$ cat config.mk
export PLATFORM = sky130hd
export DESIGN_NAME = voice_allocator_oldest_steal
export DESIGN_NICKNAME = d
export VERILOG_FILES = /design/src/hw/rtl/vas_pkg.sv /design/src/hw/rtl/vas_mem.sv /design/src/hw/rtl/vas_ctrl.sv /design/src/hw/rtl/voice_allocator_oldest_steal.sv
export SDC_FILE = /design/constraint.sdc
export NUM_CORES = 1
export LEC_CHECK = 0
export BUFFER_PORTS_ARGS = -buffer_cell sky130_fd_sc_hd__buf_2
export CELL_PAD_IN_SITES_DETAIL_PLACEMENT = 1
export CELL_PAD_IN_SITES_GLOBAL_PLACEMENT = 1
export CORE_UTILIZATION = 35
export CTS_CLUSTER_SIZE = 25
export DETAILED_ROUTE_END_ITERATION = 8
export HOLD_SLACK_MARGIN = 0.06
export PLACE_DENSITY_LB_ADDON = 0.05
export SYNTH_ARGS = -nofsm -noshare
export SYNTH_HDL_FRONTEND = slang
export SYNTH_SLANG_ARGS = --single-unit
$ cat constraint.sdc
create_clock -name clk -period 4.5 [get_ports clk]
set_input_delay 0.9 -clock clk [delete_from_list [all_inputs] [get_ports clk]]
set_output_delay 0.9 -clock clk [all_outputs]
set_load 0.01 [all_outputs]
$ cat src/hw/rtl/vas_pkg.sv
// Shared types and constants for the voice allocator with oldest-note stealing.
// No dependencies; imported by vas_mem, vas_ctrl and the top level.
`default_nettype none

package vas_pkg;

	localparam int VOICES_DEF = 8;
	localparam int SLOT_W     = 6;
	localparam int NOTE_W     = 8;
	localparam int AGE_W      = 8;
	localparam int STATUS_W   = 3;

	localparam logic [NOTE_W-1:0] NOTE_EMPTY = 8'hFF;
	localparam logic [AGE_W-1:0]  AGE_EMPTY  = 8'hFF;
	localparam logic [AGE_W-1:0]  AGE_MAX    = 8'd254;

	localparam logic CMD_PUSH   = 1'b0;
	localparam logic CMD_REMOVE = 1'b1;

	localparam logic [STATUS_W-1:0] ST_FILLED   = 3'd0;
	localparam logic [STATUS_W-1:0] ST_REPLACED = 3'd1;
	localparam logic [STATUS_W-1:0] ST_PRESENT  = 3'd2;
	localparam logic [STATUS_W-1:0] ST_REMOVED  = 3'd3;
	localparam logic [STATUS_W-1:0] ST_NOTFOUND = 3'd4;

	// one voice slot as stored in memory
	typedef struct packed {
		logic              busy;
		logic [NOTE_W-1:0] note;
		logic [AGE_W-1:0]  age;
	} entry_t;

	localparam entry_t EMPTY_ENTRY = '{busy: 1'b0, note: NOTE_EMPTY, age: AGE_EMPTY};

	// controller -> memory request
	typedef struct packed {
		logic              rd_en;
		logic [SLOT_W-1:0] rd_addr;
		logic              wr_en;
		logic [SLOT_W-1:0] wr_addr;
		entry_t            wr_data;
	} mem_req_t;

	// one result item
	typedef struct packed {
		logic [SLOT_W-1:0]   slot;
		logic [STATUS_W-1:0] status;
		logic [NOTE_W-1:0]   evicted;
	} result_t;

endpackage

`default_nettype wire

$ cat src/hw/rtl/vas_mem.sv
// Voice slot memory: one write and one registered read per cycle.
// Per-entry valid flops make never-written slots read as empty. Uses vas_pkg.
`default_nettype none

module vas_mem #(
	parameter int VOICES = vas_pkg::VOICES_DEF
) (
	input  logic              clk,
	input  logic              arst_n,
	input  vas_pkg::mem_req_t req,
	output vas_pkg::entry_t   rd_entry
);
	import vas_pkg::*;

	localparam int AW = (VOICES > 1) ? $clog2(VOICES) : 1;

	entry_t            mem_q [VOICES];
	logic [VOICES-1:0] valid_q;
	entry_t            rd_q;
	logic              rd_ok_q;

	logic [AW-1:0] ra;
	logic [AW-1:0] wa;

	assign ra = req.rd_addr[AW-1:0];
	assign wa = req.wr_addr[AW-1:0];

	always_ff @(posedge clk) begin
		if (req.wr_en) begin
			mem_q[wa] <= req.wr_data;
		end
		if (req.rd_en) begin
			rd_q <= mem_q[ra];
		end
	end

	always_ff @(posedge clk or negedge arst_n) begin
		if (!arst_n) begin
			valid_q <= '0;
			rd_ok_q <= 1'b0;
		end else begin
			if (req.wr_en) begin
				valid_q[wa] <= 1'b1;
			end
			if (req.rd_en) begin
				rd_ok_q <= valid_q[ra];
			end
		end
	end

	assign rd_entry = rd_ok_q ? rd_q : EMPTY_ENTRY;

endmodule

`default_nettype wire

$ cat src/hw/rtl/vas_ctrl.sv
// Allocation sequencer: scan pass, then a clearing write for a remove or an aging pass and final slot write.
// Drives vas_mem through a mem_req_t; uses vas_pkg.
`default_nettype none

module vas_ctrl #(
	parameter int VOICES = vas_pkg::VOICES_DEF
) (
	input  logic                           clk,
	input  logic                           arst_n,
	input  logic                           in_valid,
	output logic                           in_ready,
	input  logic                           in_cmd,
	input  logic [vas_pkg::NOTE_W-1:0]     in_freq,
	output vas_pkg::mem_req_t              mem_req,
	input  vas_pkg::entry_t                rd_entry,
	output logic                           res_valid,
	input  logic                           res_ready,
	output vas_pkg::result_t               res
);
	import vas_pkg::*;

	localparam int            AW   = (VOICES > 1) ? $clog2(VOICES) : 1;
	localparam logic [AW-1:0] LAST = AW'(VOICES - 1);

	typedef enum logic [2:0] {
		IDLE, SCAN, SCAN_END, DECIDE, AGE, AGE_END, FILL, DONE
	} state_t;

	state_t            state_q;
	logic              cmd_q;
	logic [NOTE_W-1:0] freq_q;
	logic [AW-1:0]     cnt_q;
	logic              rd_vld_s1;
	logic [AW-1:0]     rd_idx_s1;
	logic              hit_q;
	logic [AW-1:0]     hit_idx_q;
	logic              empty_q;
	logic [AW-1:0]     empty_idx_q;
	logic              have_old_q;
	logic [AGE_W-1:0]  old_age_q;
	logic [AW-1:0]     old_idx_q;
	logic [NOTE_W-1:0] old_note_q;
	result_t           res_q;

	logic              rd_en;
	logic [AGE_W-1:0]  age_inc;
	logic              scanning;
	logic [AW-1:0]     target;

	assign rd_en    = (state_q == SCAN) || (state_q == AGE);
	assign scanning = rd_vld_s1 && ((state_q == SCAN) || (state_q == SCAN_END));
	assign age_inc  = (rd_entry.age < AGE_MAX) ? rd_entry.age + AGE_W'(1) : AGE_MAX;
	assign target   = empty_q ? empty_idx_q : old_idx_q;

	always_comb begin
		mem_req         = '0;
		mem_req.rd_en   = rd_en;
		mem_req.rd_addr = SLOT_W'(cnt_q);
		case (state_q)
			AGE, AGE_END: begin
				// age write-back follows in the cycle after the read
				if (rd_vld_s1 && rd_entry.busy) begin
					mem_req.wr_en       = 1'b1;
					mem_req.wr_addr     = SLOT_W'(rd_idx_s1);
					mem_req.wr_data     = rd_entry;
					mem_req.wr_data.age = age_inc;
				end
			end
			DECIDE: begin
				if (cmd_q == CMD_REMOVE && hit_q) begin
					mem_req.wr_en   = 1'b1;
					mem_req.wr_addr = SLOT_W'(hit_idx_q);
					mem_req.wr_data = EMPTY_ENTRY;
				end
			end
			FILL: begin
				mem_req.wr_en   = 1'b1;
				mem_req.wr_addr = SLOT_W'(target);
				mem_req.wr_data = '{busy: 1'b1, note: freq_q, age: '0};
			end
			default: ;
		endcase
	end

	always_ff @(posedge clk or negedge arst_n) begin
		if (!arst_n) begin
			state_q     <= IDLE;
			cmd_q       <= CMD_PUSH;
			freq_q      <= '0;
			cnt_q       <= '0;
			rd_vld_s1   <= 1'b0;
			rd_idx_s1   <= '0;
			hit_q       <= 1'b0;
			hit_idx_q   <= '0;
			empty_q     <= 1'b0;
			empty_idx_q <= '0;
			have_old_q  <= 1'b0;
			old_age_q   <= '0;
			old_idx_q   <= '0;
			old_note_q  <= '0;
			res_q       <= '0;
		end else begin
			rd_vld_s1 <= rd_en;
			rd_idx_s1 <= cnt_q;

			if (scanning) begin
				if (rd_entry.busy && rd_entry.note == freq_q && !hit_q) begin
					hit_q     <= 1'b1;
					hit_idx_q <= rd_idx_s1;
				end
				if (!rd_entry.busy) begin
					empty_q     <= 1'b1;
					empty_idx_q <= rd_idx_s1;
				end
				if (rd_entry.busy && (!have_old_q || rd_entry.age > old_age_q)) begin
					have_old_q <= 1'b1;
					old_age_q  <= rd_entry.age;
					old_idx_q  <= rd_idx_s1;
					old_note_q <= rd_entry.note;
				end
			end

			case (state_q)
				IDLE: begin
					if (in_valid) begin
						cmd_q      <= in_cmd;
						freq_q     <= in_freq;
						cnt_q      <= '0;
						hit_q      <= 1'b0;
						empty_q    <= 1'b0;
						have_old_q <= 1'b0;
						state_q    <= SCAN;
					end
				end
				SCAN: begin
					if (cnt_q == LAST) begin
						state_q <= SCAN_END;
					end else begin
						cnt_q <= cnt_q + AW'(1);
					end
				end
				SCAN_END: state_q <= DECIDE;
				DECIDE: begin
					if (cmd_q == CMD_REMOVE) begin
						res_q   <= hit_q ? result_t'{slot: SLOT_W'(hit_idx_q),
						                             status: ST_REMOVED, evicted: '0}
						                 : result_t'{slot: '0, status: ST_NOTFOUND,
						                             evicted: '0};
						state_q <= DONE;
					end else if (hit_q) begin
						res_q   <= result_t'{slot: SLOT_W'(hit_idx_q), status: ST_PRESENT,
						                     evicted: '0};
						state_q <= DONE;
					end else begin
						cnt_q   <= '0;
						state_q <= AGE;
					end
				end
				AGE: begin
					if (cnt_q == LAST) begin
						state_q <= AGE_END;
					end else begin
						cnt_q <= cnt_q + AW'(1);
					end
				end
				AGE_END: state_q <= FILL;
				FILL: begin
					res_q   <= empty_q ? result_t'{slot: SLOT_W'(empty_idx_q),
					                               status: ST_FILLED, evicted: '0}
					                   : result_t'{slot: SLOT_W'(old_idx_q),
					                               status: ST_REPLACED, evicted: old_note_q};
					state_q <= DONE;
				end
				DONE: begin
					if (res_ready) begin
						state_q <= IDLE;
					end
				end
				default: state_q <= IDLE;
			endcase
		end
	end

	assign in_ready  = (state_q == IDLE);
	assign res_valid = (state_q == DONE);
	assign res       = res_q;

endmodule

`default_nettype wire

$ cat src/hw/rtl/voice_allocator_oldest_steal.sv
// Top level of the voice allocator with oldest-note stealing.
// Instantiates vas_mem and vas_ctrl; uses vas_pkg.
//
// Usage:
//   Slave channel carries note events: s_tuser[0] is the command (0 push,
//   1 remove), s_tdata[7:0] the note frequency code.
//   Master channel returns exactly one result item per event:
//   m_tdata[5:0] slot, m_tdata[13:6] evicted frequency, m_tuser[2:0] status
//   (filled, replaced, already present, removed, not found).
// Timing:
//   One event at a time. A scan pass reads every slot through the memory's
//   single read port, one slot a cycle. Remove and duplicate push produce a
//   result after the scan pass; a push of a new note adds an aging pass and
//   a slot write. The result then moves to the output register once that
//   register can take it. s_tready rises again as soon as the result has
//   left the sequencer, so the next event can start while the output still
//   waits.
// Reset:
//   arst_n clears the slot valid flops, so every slot reads empty; no
//   clearing pass is needed.
// Backpressure:
//   If m_tready stays low the result holds in the output register, and a
//   second result waits in the sequencer, which then accepts nothing more.
`default_nettype none

module voice_allocator_oldest_steal #(
	parameter int VOICES = vas_pkg::VOICES_DEF
) (
	input  logic        clk,
	input  logic        arst_n,

	input  logic        s_tvalid,
	output logic        s_tready,
	input  logic [7:0]  s_tdata,   // [7:0] note_freq
	input  logic [0:0]  s_tuser,   // [0] command

	output logic        m_tvalid,
	input  logic        m_tready,
	output logic [15:0] m_tdata,   // [5:0] slot, [13:6] evicted_freq, [15:14] zero
	output logic [2:0]  m_tuser    // [2:0] status
);
	import vas_pkg::*;

	mem_req_t mem_req;
	entry_t   rd_entry;
	logic     res_valid;
	logic     res_ready;
	result_t  res;

	// output register
	logic     out_vld_q;
	result_t  out_res_q;

	vas_mem #(
		.VOICES(VOICES)
	) u_mem (
		.clk      (clk),
		.arst_n   (arst_n),
		.req      (mem_req),
		.rd_entry (rd_entry)
	);

	vas_ctrl #(
		.VOICES(VOICES)
	) u_ctrl (
		.clk       (clk),
		.arst_n    (arst_n),
		.in_valid  (s_tvalid),
		.in_ready  (s_tready),
		.in_cmd    (s_tuser[0]),
		.in_freq   (s_tdata),
		.mem_req   (mem_req),
		.rd_entry  (rd_entry),
		.res_valid (res_valid),
		.res_ready (res_ready),
		.res       (res)
	);

	// the register takes a new item when empty or draining this cycle
	assign res_ready = !out_vld_q || m_tready;

	always_ff @(posedge clk or negedge arst_n) begin
		if (!arst_n) begin
			out_vld_q <= 1'b0;
		end else if (res_ready) begin
			out_vld_q <= res_valid;
		end
	end

	always_ff @(posedge clk) begin
		if (res_valid && res_ready) begin
			out_res_q <= res;
		end
	end

	assign m_tvalid = out_vld_q;
	assign m_tdata  = {2'b00, out_res_q.evicted, out_res_q.slot};
	assign m_tuser  = out_res_q.status;

	// sequencer never takes an item while a result is still pending in it
	a_ready_idle: assert property (@(posedge clk) disable iff (!arst_n)
		s_tready |-> !res_valid)
		else $error("input ready while a result is pending");

	// memory is only written while an item is in progress
	a_wr_busy: assert property (@(posedge clk) disable iff (!arst_n)
		mem_req.wr_en |-> !s_tready)
		else $error("slot write while idle");

	// only a replacement reports an evicted frequency
	a_evict: assert property (@(posedge clk) disable iff (!arst_n)
		(m_tvalid && m_tuser != ST_REPLACED) |-> (m_tdata[13:6] == '0))
		else $error("evicted frequency without replacement");

	// a result handed over is shown on the next cycle
	a_handoff: assert property (@(posedge clk) disable iff (!arst_n)
		(res_valid && res_ready) |=> m_tvalid)
		else $error("result lost at output register");

endmodule

`default_nettype wire

==> flow_summary.json <==
{
  "clk_latency_ns": 0.56,
  "fin_crit_sh": 0.722,
  "track_usage": 0.179,
  "drtAntennaViolNets": 0,
  "max_slew.worst_pin.slew_ns": 1.22,
  "cts_buffers": 28,
  "holdBufCountCts": 0,
  "synthFlopType": "edfxtp_1",
  "finalCriticalPeriod_ns": 3.25,
  "cp-end-kind": "flip-flop",
  "grt_pass1_wl_um": 41300,
  "dr_total_vias": 6132,
  "synthToLayoutAreaGrowth_pct": 14.0,
  "fp.dieW_um": 174,
  "num-fill-cells": 2875,
  "status": "complete, no violations",
  "r2r_end": "u_mem.mem_q[5][7]",
  "hpwl_um": 16700,
  "cts_num_sinks": 238,
  "r2r_start": "u_ctrl.state_q[2]",
  "finalSetupViolations": 0,
  "syn-cell-area_um2": 10400,
  "hold_path_depth": 0,
  "rsz0062_at_grt": "no",
  "antenna_found_initial": 1,
  "grt_max_degree": 72,
  "fin_worst_skew_ns": 0.0388,
  "min_from": "u_ctrl.res[3]",
  "cts.path.max_buffers": 3,
  "syn_inst": 682,
  "crit_type": "reg2reg",
  "reg2reg_depth": 6,
  "htreeDepth": 1,
  "vdd_drop_max_mv": 0.376,
  "boundaryPins": 34,
  "fp-row-count": 62,
  "worstPathRequired_ns": 4.70,
  "first_pass_iters": 4,
  "grt_pass1_vias": 6579,
  "synth_warnings": 0,
  "via_per_inst": 5.47,
  "antenna_cells": 0,
  "setup_tns_ns": 0,
  "whs_ns": 0.453,
  "cts-root-buf": "clkbuf_16",
  "hold_path.class": "reg2reg",
  "avgRoutedWirePerCell_um": 23.5,
  "cp_max_fo": 18,
  "postSynthAreaPerCell_um2": 15.2,
  "async_flop_share": 0.298,
  "cap_viol_max_count": 0,
  "start_util": 0.359,
  "ys_ff_latch": 238,
  "power_density_nw_per_um2": 749,
  "drt_iter0_drc": 286,
  "ff2ff_setup_slack_ns": 1.25,
  "yosysSeqAreaShare": 0.655,
  "finalHoldViolations": 0,
  "min_to": "m_tdata[9]",
  "maxSlewViolCount": 0,
  "leakagePower_nw": 4.19,
  "fp.dieArea_um2": 30300,
  "relSlewSlack": 0.180,
  "max_freq_mhz": 308,
  "io_buffers": 28,
  "layout-drive-gt1-share": 0.234,
  "synth_edf_count": 167,
  "cp-start-kind": "flip-flop",
  "wl_um": 26400,
  "post_cts_resized": 0,
  "die_y_um": 174,
  "num-nets-final": 738,
  "gp_congestion": 0.770,
  "core-area_um2": 28900,
  "synth.distinct_cells": 57,
  "clkTransAtPathRegs_ns": 0.06,
  "grt-ovfl-total": 0,
  "worstPathArrival_ns": 3.45,
  "cts_tree": "done",
  "drcViolationCount": 0,
  "post_cts_buffers": 0
}
-- worst max-delay path by stage --
stage	endpoint	start	slack [ns]	cells past startpoint
global route	u_mem.mem_q[5][7]	u_ctrl.state_q[2]	0.99	6
finish	u_mem.mem_q[5][7]	u_ctrl.state_q[2]	1.25	6
CTS	u_mem.mem_q[5][7]	u_ctrl.state_q[2]	1.25	6
floorplan	u_mem.mem_q[0][0]	u_ctrl.state_q[1]	1.39	6
detailed placement	u_mem.mem_q[2][4]	u_ctrl.state_q[2]	1.28	6
global placement	u_mem.mem_q[4][1]	u_ctrl.state_q[2]	1.44	6
-- layer usage --
layer,GRT usage,up-vias,share of wire
li1,-,2735,-
met1,0.260,3281,0.49
met2,0.287,83,0.47
met3,0.0212,33,0.023
met4,0.0376,0,0.019
met5,0,-,0
-- worst max-delay path: stages (launching register included) --
cell and delay, ns:
dfrtp_1 0.68, nand2b_1 0.24, nor2_1 0.24, a221oi_1 0.98
nand2_1 0.27, nor2_1 0.18, buf_4 0.32
-- flip-flops by register name (all words and copies together) (netlist names), 3 cells and up --
name,flops
u_mem.rd_q,17
u_mem.mem_q,136
u_ctrl.cnt_q,3
u_ctrl.hit_idx_q,3
u_ctrl.empty_idx_q,3
u_ctrl.freq_q,8
u_ctrl.state_q,3
m_tuser,3
u_ctrl.old_age_q,8
m_tdata,11
u_mem.valid_q,8
u_ctrl.old_note_q,8
u_ctrl.old_idx_q,3
u_ctrl.res,14
u_ctrl.rd_idx_s1,3
-- where the power goes --
part / leakage (nW) / internal (W) / switching, W / total (W)
clock network: 0.417 / 0.00123 / 0.000900 / 0.00213
registers: 2.40 / 0.00306 / 0.000512 / 0.00358
logic: 1.37 / 0.00128 / 0.00188 / 0.00317
total: 4.19 / 0.00558 / 0.00329 / 0.00887
-- Yosys cell counts (all sizes together), types with 3 or more instances --
master | number | share of area
a221oi | 22 | 0.019
mux4 | 36 | 0.078
a22o | 10 | 0.0084
or2 | 4 | 0.0024
buf | 25 | 0.015
edfxtp | 167 | 0.48
xnor2 | 13 | 0.011
nor3 | 12 | 0.0058
nand2 | 33 | 0.012
nor3b | 19 | 0.014
nor2 | 20 | 0.0072
inv | 10 | 0.0036
a221o | 13 | 0.013
mux2 | 35 | 0.038
a31o | 3 | 0.0025
ha | 8 | 0.0096
nand4 | 24 | 0.014
and2 | 24 | 0.014
a21oi | 16 | 0.0077
nand3 | 24 | 0.012
mux2i | 5 | 0.0048
dfrtp | 71 | 0.17
nor2b | 5 | 0.0030
nand2b | 18 | 0.011
o21ai | 11 | 0.0053
clkbuf | 21 | 0.0076
o21bai | 3 | 0.0022
-- per-stage QoR --
step | std cells | total power [W] | setup WS, ns | utilization | instance area, um2
3_3_place_gp | 1071 | 0.00673 | 1.44 | 0.379 | 11000
3_5_place_dp | 1071 | 0.00682 | 1.28 | 0.379 | 11000
4_1_cts | 1122 | 0.00899 | 1.25 | 0.409 | 11800
6_report | 1122 | 0.00887 | 1.25 | 0.409 | 11800
5_1_grt | 1122 | 0.00940 | 0.987 | 0.409 | 11800
2_1_floorplan | 686 | 0.00571 | 1.39 | - | 10400
-- cell type report --
class	instances	area, um2	area share
repair buffers	47	298	0.0252
clock buffers	39	752	0.0636
inverters	10	37.5	0.00317
flip-flops and latches	238	6790	0.574
clock inverters	12	109	0.00920
well taps	384	480	0.0406
multi-input cells	392	3360	0.284
-- layout by cell type, fill, tap and decap left out, drive strengths merged, types with 2 or more instances in the layout --
cell type | synthesis | routed
mux4 | 36 | 36
o21ai | 11 | 11
nand2 | 33 | 33
nand3b | 2 | 2
nor3b | 19 | 19
a221o | 13 | 13
nand2b | 18 | 18
mux2i | 5 | 5
a311oi | 2 | 2
o21bai | 3 | 3
inv | 10 | 11
a21oi | 16 | 16
buf | 25 | 47
nor2b | 5 | 5
a221oi | 22 | 22
mux2 | 35 | 35
a21o | 2 | 2
xor2 | 2 | 2
nand4 | 24 | 24
nor2 | 20 | 20
conb | 1 | 5
dfrtp | 71 | 71
a31o | 3 | 3
clkbuf | 21 | 39
and2 | 24 | 24
xnor2 | 13 | 13
nand3 | 24 | 24
a22o | 10 | 10
ha | 8 | 8
or2 | 4 | 4
nor3 | 12 | 12
clkinv | 0 | 10
edfxtp | 167 | 167
or3 | 2 | 2
-- logic make-up after synthesis --
kind of cell / Yosys count / share of synthesized area
buffers and inverters: 56 / 0.0262
xor gates and xnor gates: 15 / 0.0127
other: 1 / 0.000361
adders and majority gates: 8 / 0.00965
AOI/OAI and AO/OA: 94 / 0.0717
DFF: 238 / 0.655
muxes: 76 / 0.121
and+or+nand+nor: 194 / 0.104
Note: power is estimated with default switching activity, not from simulation.
